## src/sv/mpq_pkg.sv

```systemverilog
// ----------------------------------------------------------------------------
// mpq_pkg : shared types and constants for the min-priority queue
// Beat types, entry layout, status codes and the datapath command set.
// ----------------------------------------------------------------------------
package mpq_pkg;

    localparam int CAPACITY = 256;
    localparam int IDX_W    = $clog2(CAPACITY);
    localparam int CNT_W    = $clog2(CAPACITY + 1);

    // command kinds
    localparam logic [1:0] KIND_PUSH    = 2'd0;
    localparam logic [1:0] KIND_EXTRACT = 2'd1;
    localparam logic [1:0] KIND_CHANGE  = 2'd2;

    // result status codes
    localparam logic [1:0] STATUS_DONE  = 2'd0;
    localparam logic [1:0] STATUS_MIN   = 2'd1;
    localparam logic [1:0] STATUS_EMPTY = 2'd2;
    localparam logic [1:0] STATUS_FULL  = 2'd3;

    typedef struct packed {
        logic [1:0]         kind;
        logic signed [31:0] key_value;
        logic [31:0]        target_tag;
    } t_in;

    typedef struct packed {
        logic [1:0]         status;
        logic signed [31:0] min_key;
    } t_out;

    // one stored entry: tag of the pushing command and its key
    typedef struct packed {
        logic [31:0]        tag;
        logic signed [31:0] key;
    } t_entry;

    localparam int ENTRY_W = $bits(t_entry);

    typedef enum logic [2:0] {
        DP_NOP,
        DP_ACCEPT,
        DP_PUSH,
        DP_SCAN,
        DP_SHIFT_INIT,
        DP_SHIFT,
        DP_CHANGE,
        DP_FINISH
    } t_dp_op;

    typedef struct packed {
        logic [1:0] kind;
        logic       empty;
        logic       sweep_done;
    } t_dp_stat;

endpackage

```

## src/sv/mpq_ctrl.sv

```systemverilog
// ----------------------------------------------------------------------------
// mpq_ctrl : queue controller
// Sequences decode, min scan, compaction and key change sweeps.
// ----------------------------------------------------------------------------
module mpq_ctrl (
    input  logic              i_clk,
    input  logic              i_rst_n,
    input  logic              i_start,
    input  mpq_pkg::t_dp_stat i_stat,
    output mpq_pkg::t_dp_op   o_op,
    output logic              o_busy,
    output logic              o_strobe
);
    import mpq_pkg::*;

    typedef enum logic [2:0] {
        S_IDLE,
        S_DECODE,
        S_SCAN,
        S_SHIFT,
        S_CHANGE
    } t_state;

    t_state r_state, n_state;
    logic   r_busy, r_strobe, n_strobe;
    t_dp_op op;

    always_comb begin
        n_state = r_state;
        op      = DP_NOP;
        case (r_state)
            S_IDLE: begin
                if (i_start) begin
                    op      = DP_ACCEPT;
                    n_state = S_DECODE;
                end
            end
            S_DECODE: begin
                case (i_stat.kind)
                    KIND_PUSH: begin
                        op      = DP_PUSH;
                        n_state = S_IDLE;
                    end
                    KIND_EXTRACT: begin
                        if (i_stat.empty) begin
                            op      = DP_FINISH;
                            n_state = S_IDLE;
                        end else begin
                            n_state = S_SCAN;
                        end
                    end
                    KIND_CHANGE: begin
                        n_state = S_CHANGE;
                    end
                    default: begin
                        op      = DP_FINISH;
                        n_state = S_IDLE;
                    end
                endcase
            end
            S_SCAN: begin
                if (i_stat.sweep_done) begin
                    op      = DP_SHIFT_INIT;
                    n_state = S_SHIFT;
                end else begin
                    op = DP_SCAN;
                end
            end
            S_SHIFT: begin
                if (i_stat.sweep_done) begin
                    op      = DP_FINISH;
                    n_state = S_IDLE;
                end else begin
                    op = DP_SHIFT;
                end
            end
            S_CHANGE: begin
                if (i_stat.sweep_done) begin
                    op      = DP_FINISH;
                    n_state = S_IDLE;
                end else begin
                    op = DP_CHANGE;
                end
            end
            default: begin
                n_state = S_IDLE;
            end
        endcase
        n_strobe = (op == DP_PUSH) || (op == DP_FINISH);
    end

    always_ff @(posedge i_clk) begin
        if (!i_rst_n) begin
            r_state  <= S_IDLE;
            r_busy   <= 1'b0;
            r_strobe <= 1'b0;
        end else begin
            r_state  <= n_state;
            r_busy   <= (n_state != S_IDLE);
            r_strobe <= n_strobe;
        end
    end

    assign o_op     = op;
    assign o_busy   = r_busy;
    assign o_strobe = r_strobe;

endmodule
```

## config.mk

```make
export PLATFORM = sky130hd
export DESIGN_NAME = mpq_ctrl
export DESIGN_NICKNAME = d
export VERILOG_FILES = /design/src/sv/mpq_pkg.sv /design/src/sv/mpq_ctrl.sv
export SDC_FILE = /design/constraint.sdc
export NUM_CORES = 1
export LEC_CHECK = 0
export BUFFER_PORTS_ARGS = -buffer_cell sky130_fd_sc_hd__buf_2
export CORE_AREA = 4 4 41 43
export DETAILED_ROUTE_END_ITERATION = 10
export DIE_AREA = 0 0 45 47
export GPL_ROUTABILITY_DRIVEN = 0
export PLACE_DENSITY_LB_ADDON = 0.12
export RECOVER_POWER = 25
export SLEW_MARGIN = 0
export SYNTH_ARGS = -nofsm -noshare
export SYNTH_HDL_FRONTEND = slang
export SYNTH_SLANG_ARGS = --single-unit
```

## constraint.sdc

```tcl
create_clock -name i_clk -period 1.6 [get_ports i_clk]
set_clock_uncertainty 0.15 [all_clocks]
set_input_delay 0.08 -clock i_clk [delete_from_list [all_inputs] [get_ports i_clk]]
set_output_delay 0.08 -clock i_clk [all_outputs]
set_load 0.02 [all_outputs]
```

==> results of run 1 <==
-- registers in the layout, indices dropped and copies added (netlist names) --
register / flops
r_state: 3
o_strobe: 1
o_busy: 1
-- power by group --
group	switching, mW	total [mW]	internal [mW]
Clock	0.0480	0.142	0.0940
Combinational	0.0616	0.105	0.0437
Sequential	0.0113	0.145	0.133
-- stage by stage --
stage	cells	hold WS [ns]	setup WS, ns
global route	81	0.124	0.00304
global placement	76	0.231	0.152
detailed placement	76	0.231	0.161
finish	81	0.0912	0.120
floorplan	52	0.0919	0.141
CTS	81	0.0790	0.0481
-- logic make-up after synthesis --
family / after synthesis
AOI/OAI and AO/OA: 20
and+or+nand+nor: 19
buffers and inverters: 8
DFF: 5
-- cell type report --
type | instances | area, µm² | share of cell area (%)
Sequential cell | 5 | 105 | 21.9
Timing Repair Buffer | 13 | 70.1 | 14.6
Multi-Input combinational cell | 39 | 238 | 49.6
Tap cell | 15 | 18.8 | 3.92
Clock buffer | 4 | 26.3 | 5.48
Inverter | 5 | 21.3 | 4.44
-- routing by layer --
| metal | vias up | wire length (µm) |
|---|---|---|
| li1 | 216 | - |
| met1 | 184 | 411 |
| met2 | 11 | 433 |
| met3 | 0 | 52 |
| met4 | 0 | 0 |
| met5 | - | 0 |
-- worst max-delay path, delay by kind of cell, from the launching register on --
family | cells | cell delay (ns)
flip-flops | 1 | 0.39
AO/OA/AOI/OAI | 2 | 0.26
buffers and inverters | 1 | 0.21
AND/OR/NAND/NOR | 2 | 0.15
-- layout by cell type (no fill, tap or decap), types with 3 or more instances in the layout --
master,n
o21ai_0,4
clkbuf_4,3
buf_2,9
nor2_1,4
clkbuf_1,3
inv_1,3
dfxtp_1,3
nand2_1,7
a21oi_1,4
-- repair_timing --
item | CTS | global route
resized for setup | 2 | 2
endpoints found under the hold margin | 2 | 0
hold buffers | 1 | 0
endpoints found under the setup margin | 3 | 2
-- how the worst min path moves through the flow --
stage	slack (ns)	end	startpoint
after floorplan	0.09	r_state[0]	i_rst_n
after global placement	0.23	r_state[0]	i_rst_n
after detailed placement	0.23	o_strobe	i_rst_n
after CTS	0.08	r_state[1]	i_stat[1]
after global routing	0.12	r_state[1]	i_stat[1]
final	0.09	r_state[1]	i_stat[1]
==> flow_summary.yaml, run 1 <==
hold_path:
  hold_depth: 4
  hold_path_class: "in -> reg"
cells_and_area:
  fillers: 148
  fin_nets: 74
  fin_area_um2: 479
  drive_gt1_share_pct: 28.8
  post-route-util_pct: 36.8
  areaGrowthSynthToFinish_pct: 26.0
  n_antenna_cell: 0
worst_setup_path:
  critPathKind: "reg -> out"
  path_cells: "nor2_1, nand2_1, a21oi_1, a221oi_1, buf_2"
  start_kind: "flip-flop"
  arrival_ns: 1.25
  crit_required_ns: 1.37
  r2r_slack_ns: 0.29
  end_kind: "output port"
  cpPeakStageDelay_ns: 0.39
  r2r_cells: 4
  r2r_start: "r_state[1]"
  cpMaxStageDelayCell: "dfxtp_4"
  startpoint: "r_state[1]"
  crit_fanout: 9
  crit_end: "o_op[0]"
  rr_endpoint: "o_busy"
synthesis:
  synth_edf_count: 0
  synth_warnings: 0
  synthAdderAreaFrac_pct: 0
  synth.area.mux_share_pct: 0
  postSynthAreaPerCell_um2: 7.31
  synth_compound_area_share_pct: 35.2
  yosys_most_used_dff: "dfxtp_1"
  ys_types: 25
  yosysTopAreaCellShare_pct: 26.3
  ys_ff_latch: 5
  synth.largest_area_cell: "dfxtp_1"
  synth_top_cells_by_count: "nand2_1 (7), dfxtp_1 (5)"
  ys_seq_area_share_pct: 26.3
  synthArstFlopShare_pct: 0
  syn_nets: 59
  synthXorXnorAreaFrac_pct: 0
  synthSimpleGateAreaFrac_pct: 27.3
  yosysMostFrequentCell: "nand2_1"
  synth_area_leaders: "dfxtp_1 (26%), nand2_1 (6.9%), a21oi_1 (5.3%)"
  synth_top_family_by_area: "compound AO/OA/AOI/OAI gates"
  netlist_area_um2: 380
  synthCells: 52
flow_run:
  cap_viol_max_count: 0
floorplanning:
  dieArea_um2: 2120
  dieWidth_um: 45
  core-area_um2: 1300
  rows: 13
  start_util_pct: 29.2
  die_h_um: 47
  ios: 12
pwr:
  post-layout-total-power_uw: 392
  peakVddDrop_uv: 611
  p_leak_nw: 0.212
  cellPowerDensity_nw_per_um2: 818
sta:
  finalSetupTns_ns: 0
  period_needed_ns: 1.48
  slew-limit-headroom_pct: 78.7
  finalHoldViolCount: 0
  max_freq_ghz: 0.676
  timing.final.crit_share_pct: 92.5
  finalSetupViolCount: 0
  rsz0062_at_grt: "false"
  drv_slew: 0
  worstMarginPinSlew_ns: 0.316
place:
  dp_hpwl_um: 719
  portBuffers: 11
  dpl_cell_area_um2: 440
drt:
  drt_wl_total_um: 896
  drtPass1Iterations: 4
  drtIter0Drc: 6
  vias: 411
  ant_nets: 0
  wl_per_cell_um: 11.1
  drc: 0
  vias_per_cell: 5.07
clock_tree:
  cts_made_buffers: 3
  cts_tree: "built"
  clk_latency_ns: 0.24
  cts.sinks: 5
  htree_levels: 1
  clk_pin_slew_ns: 0.04
  cts_setup_buffers: 0
  root_buffer: "clkbuf_4"
  cts_buffer_depth: 2
global_routing:
  busiest_layer: "met2"
  grt_pass1_vias: 391
  met1_usage_pct: 11.4
  met3_usage_pct: 4.60
  grt_overflow: 0
  grtUsageMet2_pct: 16.1
  grt_max_degree: 13
  grt.total_usage_pct: 9.87
  grt_antenna_before_repair: 0
  grt_pass1_wl_um: 1500
run_status:
  outcome: "completed"
(Power assumes the default switching activity.)
==> inputs of run 2 (changes only) <==
==> constraint.sdc (replaced) <==
create_clock -name i_clk -period 1.9 [get_ports i_clk]
set_clock_uncertainty 0.15 [all_clocks]
set_input_delay 0.095 -clock i_clk [delete_from_list [all_inputs] [get_ports i_clk]]
set_output_delay 0.095 -clock i_clk [all_outputs]
set_load 0.01 [all_outputs]
==> run 2 against run 1 <==
First-iteration DRC count is 33% lower. Non-clock buffer count shrank 1. Critical path type unchanged. Flip-flop and latch count did not move. Die area is the same. Combinational power is 27% lower. Sequential power is 15% lower. Clock power decreased by 15%. Via count is 2.4% lower. Worst hold slack improved by 0.024 ns.
==> flow_summary.yaml, run 2 (synthesis gave the netlist of run 1 again) <==
clock_tree:
  cts_resized: 0
  cts_made_buffers: 3
  clk_pin_slew_ns: 0.04
  clk_latency_ns: 0.24
  root_buffer: "clkbuf_4"
  htree_levels: 1
  cts_buffer_depth: 2
  cts_tree: "built"
  cts.sinks: 5
sta:
  slew-limit-headroom_pct: 75.7
  setup_ws_ns: 0.219
  finalHoldViolCount: 0
  max_freq_ghz: 0.595
  worstMarginPinSlew_ns: 0.365
  drv_slew: 0
  finalSetupTns_ns: 0
  timing.final.crit_share_pct: 88.5
  period_needed_ns: 1.68
  finalSetupViolCount: 0
  rsz0062_at_grt: "false"
worst_setup_path:
  critPathKind: "reg -> out"
  r2r_slack_ns: 0.40
  cpMaxStageDelayCell: "dfxtp_1"
  start_kind: "flip-flop"
  arrival_ns: 1.44
  rr_endpoint: "o_busy"
  crit_family: "flip-flops"
  r2r_cells: 4
  crit_fanout: 13
  end_kind: "output port"
  path_cells: "nor2_1, nand2_1, a21oi_1, a221oi_1, buf_2"
  startpoint: "r_state[2]"
  crit_required_ns: 1.65
  crit_end: "o_op[0]"
  crit_buf_inv: 1
  cpPeakStageDelay_ns: 0.53
  cp.depth: 5
  r2r_start: "r_state[2]"
cells_and_area:
  post-route-util_pct: 35.9
  drive_gt1_share_pct: 23.1
  largest_reg_flops: 3
  layout_common_cells: "buf_2 (9), nand2_1 (7), dfxtp_1 (5)"
  mostFrequentLayoutCell: "buf_2"
  n_antenna_cell: 0
  fin_nets: 73
  top_register: "r_state"
  areaGrowthSynthToFinish_pct: 22.7
floorplanning:
  dieArea_um2: 2120
  core-area_um2: 1300
  die_h_um: 47
  rows: 13
  dieWidth_um: 45
  start_util_pct: 29.2
  ios: 12
drt:
  drt_wl_total_um: 845
  vias_per_cell: 5.01
  ant_nets: 0
  drtPass1Iterations: 4
  drc: 0
  vias: 401
  drtIter0Drc: 4
  wl_per_cell_um: 10.6
global_routing:
  grt_overflow: 0
  grt.total_usage_pct: 9.41
  grt_antenna_before_repair: 0
  grt_pass1_vias: 365
  grt_max_degree: 14
  grt_pass1_wl_um: 1460
run_status:
  outcome: "completed"
pwr:
  clkPwrFrac_pct: 37.6
  post-layout-total-power_uw: 320
  cellPowerDensity_nw_per_um2: 685
  p_leak_nw: 0.205
  p_sw_uw: 91.9
  netSwitchingFraction_pct: 28.8
  combPwrFrac_pct: 23.9
  p_int_uw: 228
  peakVddDrop_uv: 371
  p_seq_share_pct: 38.5
place:
  portBuffers: 11
  dp_slack_ns: 0.402
  dp_hpwl_um: 668
flow_run:
  cap_viol_max_count: 0
hold_path:
  hold_path_class: "in -> reg"
## run 2: final cells by class
type,instances,area [µm²]
Clock buffer,4,26.3
Tap cell,15,18.8
Timing Repair Buffer,12,62.6
Sequential cell,5,100
Fill cell,151,835
Multi-Input combinational cell,39,238
Inverter,5,21.3
## run 2: timing repair
action	in CTS	in global routing
endpoints found under the hold margin	2	0
hold buffers	1	0
setup buffers	0	0
## run 2: tightest hold or removal path, delay by kind of cell
family,cells,cell delay (ns)
buf+inv,1,0.10
simple gates,2,0.11
compound gates,1,0.16
## run 2: power by group through the flow
stage	sequential, mW	clock (mW)	combinational (mW)
2_1_floorplan	0.120	0	0.0551
3_3_place_gp	0.125	0	0.0785
5_1_grt	0.125	0.136	0.0863
6_report	0.123	0.120	0.0764
4_1_cts	0.123	0.129	0.0786
3_5_place_dp	0.125	0	0.0766
## run 2: worst min path at each step
| stage | start | endpoint | slack (ns) | cells past startpoint |
|---|---|---|---|---|
| floorplan | i_rst_n | r_state[0] | 0.11 | 2 |
| global placement | i_rst_n | r_state[0] | 0.25 | 3 |
| detailed placement | i_rst_n | o_strobe | 0.25 | 3 |
| CTS | i_stat[1] | r_state[1] | 0.11 | 4 |
| global route | i_stat[1] | r_state[1] | 0.16 | 4 |
| finish | i_stat[1] | r_state[1] | 0.12 | 4 |
## run 2: through the flow
stage,hold WS [ns],instances,area (µm²)
after floorplan,0.107,52,380
after global placement,0.250,75,433
after detailed placement,0.246,75,433
after CTS,0.107,80,469
after global routing,0.165,80,467
final,0.116,80,467
## run 2: layer usage
layer	global-route usage (%)	share of wire, %	up-vias
met3	4.60	6.2	0
li1	-	-	213
met5	0	0	-
met4	1.75	0	0
met2	15.3	48	9
met1	11.4	46	179
==> inputs of run 3 (changes only) <==
--- a/config.mk
+++ b/config.mk
@@ -6,9 +6,11 @@
 export NUM_CORES = 1
 export LEC_CHECK = 0
 export BUFFER_PORTS_ARGS = -buffer_cell sky130_fd_sc_hd__buf_2
-export CORE_AREA = 4 4 41 43
+export CELL_PAD_IN_SITES_DETAIL_PLACEMENT = 0
+export CELL_PAD_IN_SITES_GLOBAL_PLACEMENT = 1
+export CORE_MARGIN = 4
+export CORE_UTILIZATION = 29
 export DETAILED_ROUTE_END_ITERATION = 10
-export DIE_AREA = 0 0 45 47
 export GPL_ROUTABILITY_DRIVEN = 0
 export PLACE_DENSITY_LB_ADDON = 0.12
 export RECOVER_POWER = 25
==> constraint.sdc (replaced) <==
create_clock -name i_clk -period 1.45 [get_ports i_clk]
set_clock_uncertainty 0.15 [all_clocks]
set_input_delay 0.0725 -clock i_clk [delete_from_list [all_inputs] [get_ports i_clk]]
set_output_delay 0.0725 -clock i_clk [all_outputs]
set_load 0.01 [all_outputs]
==> run 3 against run 2 <==
Combinational power up 58%. Die area down 7.6%. Largest cell class unchanged. Largest power group is now the clock network. Design area up 16%.
==> flow_summary.yaml, run 3 (synthesis gave the netlist of run 1 again) <==
global_routing:
  grt_antenna_before_repair: 0
  grt.total_usage_pct: 11.3
  grt_overflow: 0
  grt_pass1_vias: 391
  grt_pass1_wl_um: 1620
  grt_max_degree: 11
place:
  dp_hpwl_um: 732
  dpl_cell_area_um2: 454
  portBuffers: 11
floorplanning:
  ios: 12
  start_util_pct: 32.5
  dieWidth_um: 44.2
  rows: 12
  dieArea_um2: 1950
  die_h_um: 44.2
  core-area_um2: 1170
pwr:
  p_sw_uw: 134
  combPwrFrac_pct: 27.5
  clkPwrFrac_pct: 36.7
  cellPowerDensity_nw_per_um2: 818
  netSwitchingFraction_pct: 30.2
  p_seq_share_pct: 35.9
  post-layout-total-power_uw: 442
  peakVddDrop_uv: 329
  p_leak_nw: 0.242
  p_int_uw: 309
worst_setup_path:
  crit_fanout: 6
  critPathKind: "reg -> out"
  crit_required_ns: 1.23
  end_kind: "output port"
  start_kind: "flip-flop"
  r2r_cells: 5
  arrival_ns: 1.20
run_status:
  outcome: "completed"
drt:
  drc: 0
  vias_per_cell: 5.10
  drtPass1Iterations: 2
  vias: 423
  drtIter0Drc: 4
  drt_wl_total_um: 967
  ant_nets: 0
  wl_per_cell_um: 11.7
cells_and_area:
  drive_gt1_share_pct: 43.5
  areaGrowthSynthToFinish_pct: 42.1
  post-route-util_pct: 46.2
  fin_nets: 77
  layout_common_cells: "buf_2 (10), nand2_1 (6)"
  mostFrequentLayoutCell: "buf_2"
  largest_reg_flops: 3
  fin_area_um2: 541
  n_antenna_cell: 0
  top_register: "r_state"
sta:
  timing.final.crit_share_pct: 97.9
  finalHoldViolCount: 0
  max_freq_ghz: 0.705
  rsz0062_at_grt: "true"
  finalSetupViolCount: 0
  slew-limit-headroom_pct: 76.3
  drv_slew: 0
  worstMarginPinSlew_ns: 0.354
  period_needed_ns: 1.42
clock_tree:
  clk_latency_ns: 0.24
  cts_made_buffers: 3
  htree_levels: 1
  clk_pin_slew_ns: 0.04
  cts_tree: "built"
  root_buffer: "clkbuf_4"
  cts.sinks: 5
  cts_buffer_depth: 2
flow_run:
  cap_viol_max_count: 0
hold_path:
  hold_path_class: "in -> reg"
  hold_depth: 4
run 3: cell count changes in the layout (fill, tap and decap cells not counted), sizes merged:
cell	change
buf	+5
clkbuf	-1
run 3: power groups by stage:
stage               clock (mW)  combinational (mW)  sequential (mW)
floorplan                    0              0.0721            0.157
CTS                      0.166               0.114            0.158
global route             0.191               0.135            0.161
detailed placement           0               0.110            0.161
global placement             0               0.112            0.161
finish                   0.162               0.121            0.159
run 3: repair_timing:
item                                    4_1_cts  5_1_grt
endpoints found under the hold margin         2        0
setup buffers                                 1        0
pin swaps                                     0        5
endpoints found under the setup margin        3        4
hold buffers                                  1        0
resized for setup                             7        9
run 3: layout make-up:
| cell class | instances | area [µm²] |
|---|---|---|
| Fill cell | 128 | 631 |
| Multi-Input combinational cell | 39 | 267 |
| Sequential cell | 5 | 111 |
| Timing Repair Buffer | 16 | 97.6 |
| Clock buffer | 4 | 26.3 |
| Inverter | 5 | 21.3 |
| Tap cell | 14 | 17.5 |
run 3: path summary, 6_finish.rpt:
path	from	slack (ns)	end
max	r_state[1]	0.03	o_op[1]
min	i_stat[1]	0.10	r_state[1]
max reg2reg	r_state[1]	0.09	o_busy
min reg2reg	r_state[2]	0.39	o_busy
run 3: through the flow:
| step | hold slack, ns | setup TNS, ns | cells | setup WS (ns) |
|---|---|---|---|---|
| 2_1_floorplan | 0.0844 | 0 | 52 | 0.159 |
| 3_3_place_gp | 0.239 | 0 | 77 | 0.0610 |
| 3_5_place_dp | 0.222 | 0 | 77 | 0.0549 |
| 4_1_cts | 0.0902 | 0 | 83 | 0.0106 |
| 5_1_grt | 0.133 | -0.110 | 83 | -0.0565 |
| 6_report | 0.103 | 0 | 83 | 0.0306 |
run 3: critical path: stages, from the launching register on:
cell and delay [ns]:
dfxtp_4 0.39, buf_6 0.11, nand2b_1 0.07, a21oi_1 0.14, nand2_1 0.07, nand2_1 0.06
buf_2 0.12
run 3: layer usage:
layer / GRT usage [%] / up-vias / wire length [µm]
met3: 6.50 / 0 / 64
met4: 3.61 / 0 / 0
li1: - / 224 / -
met1: 13.3 / 187 / 432
met2: 17.2 / 12 / 471
met5: 0 / - / 0
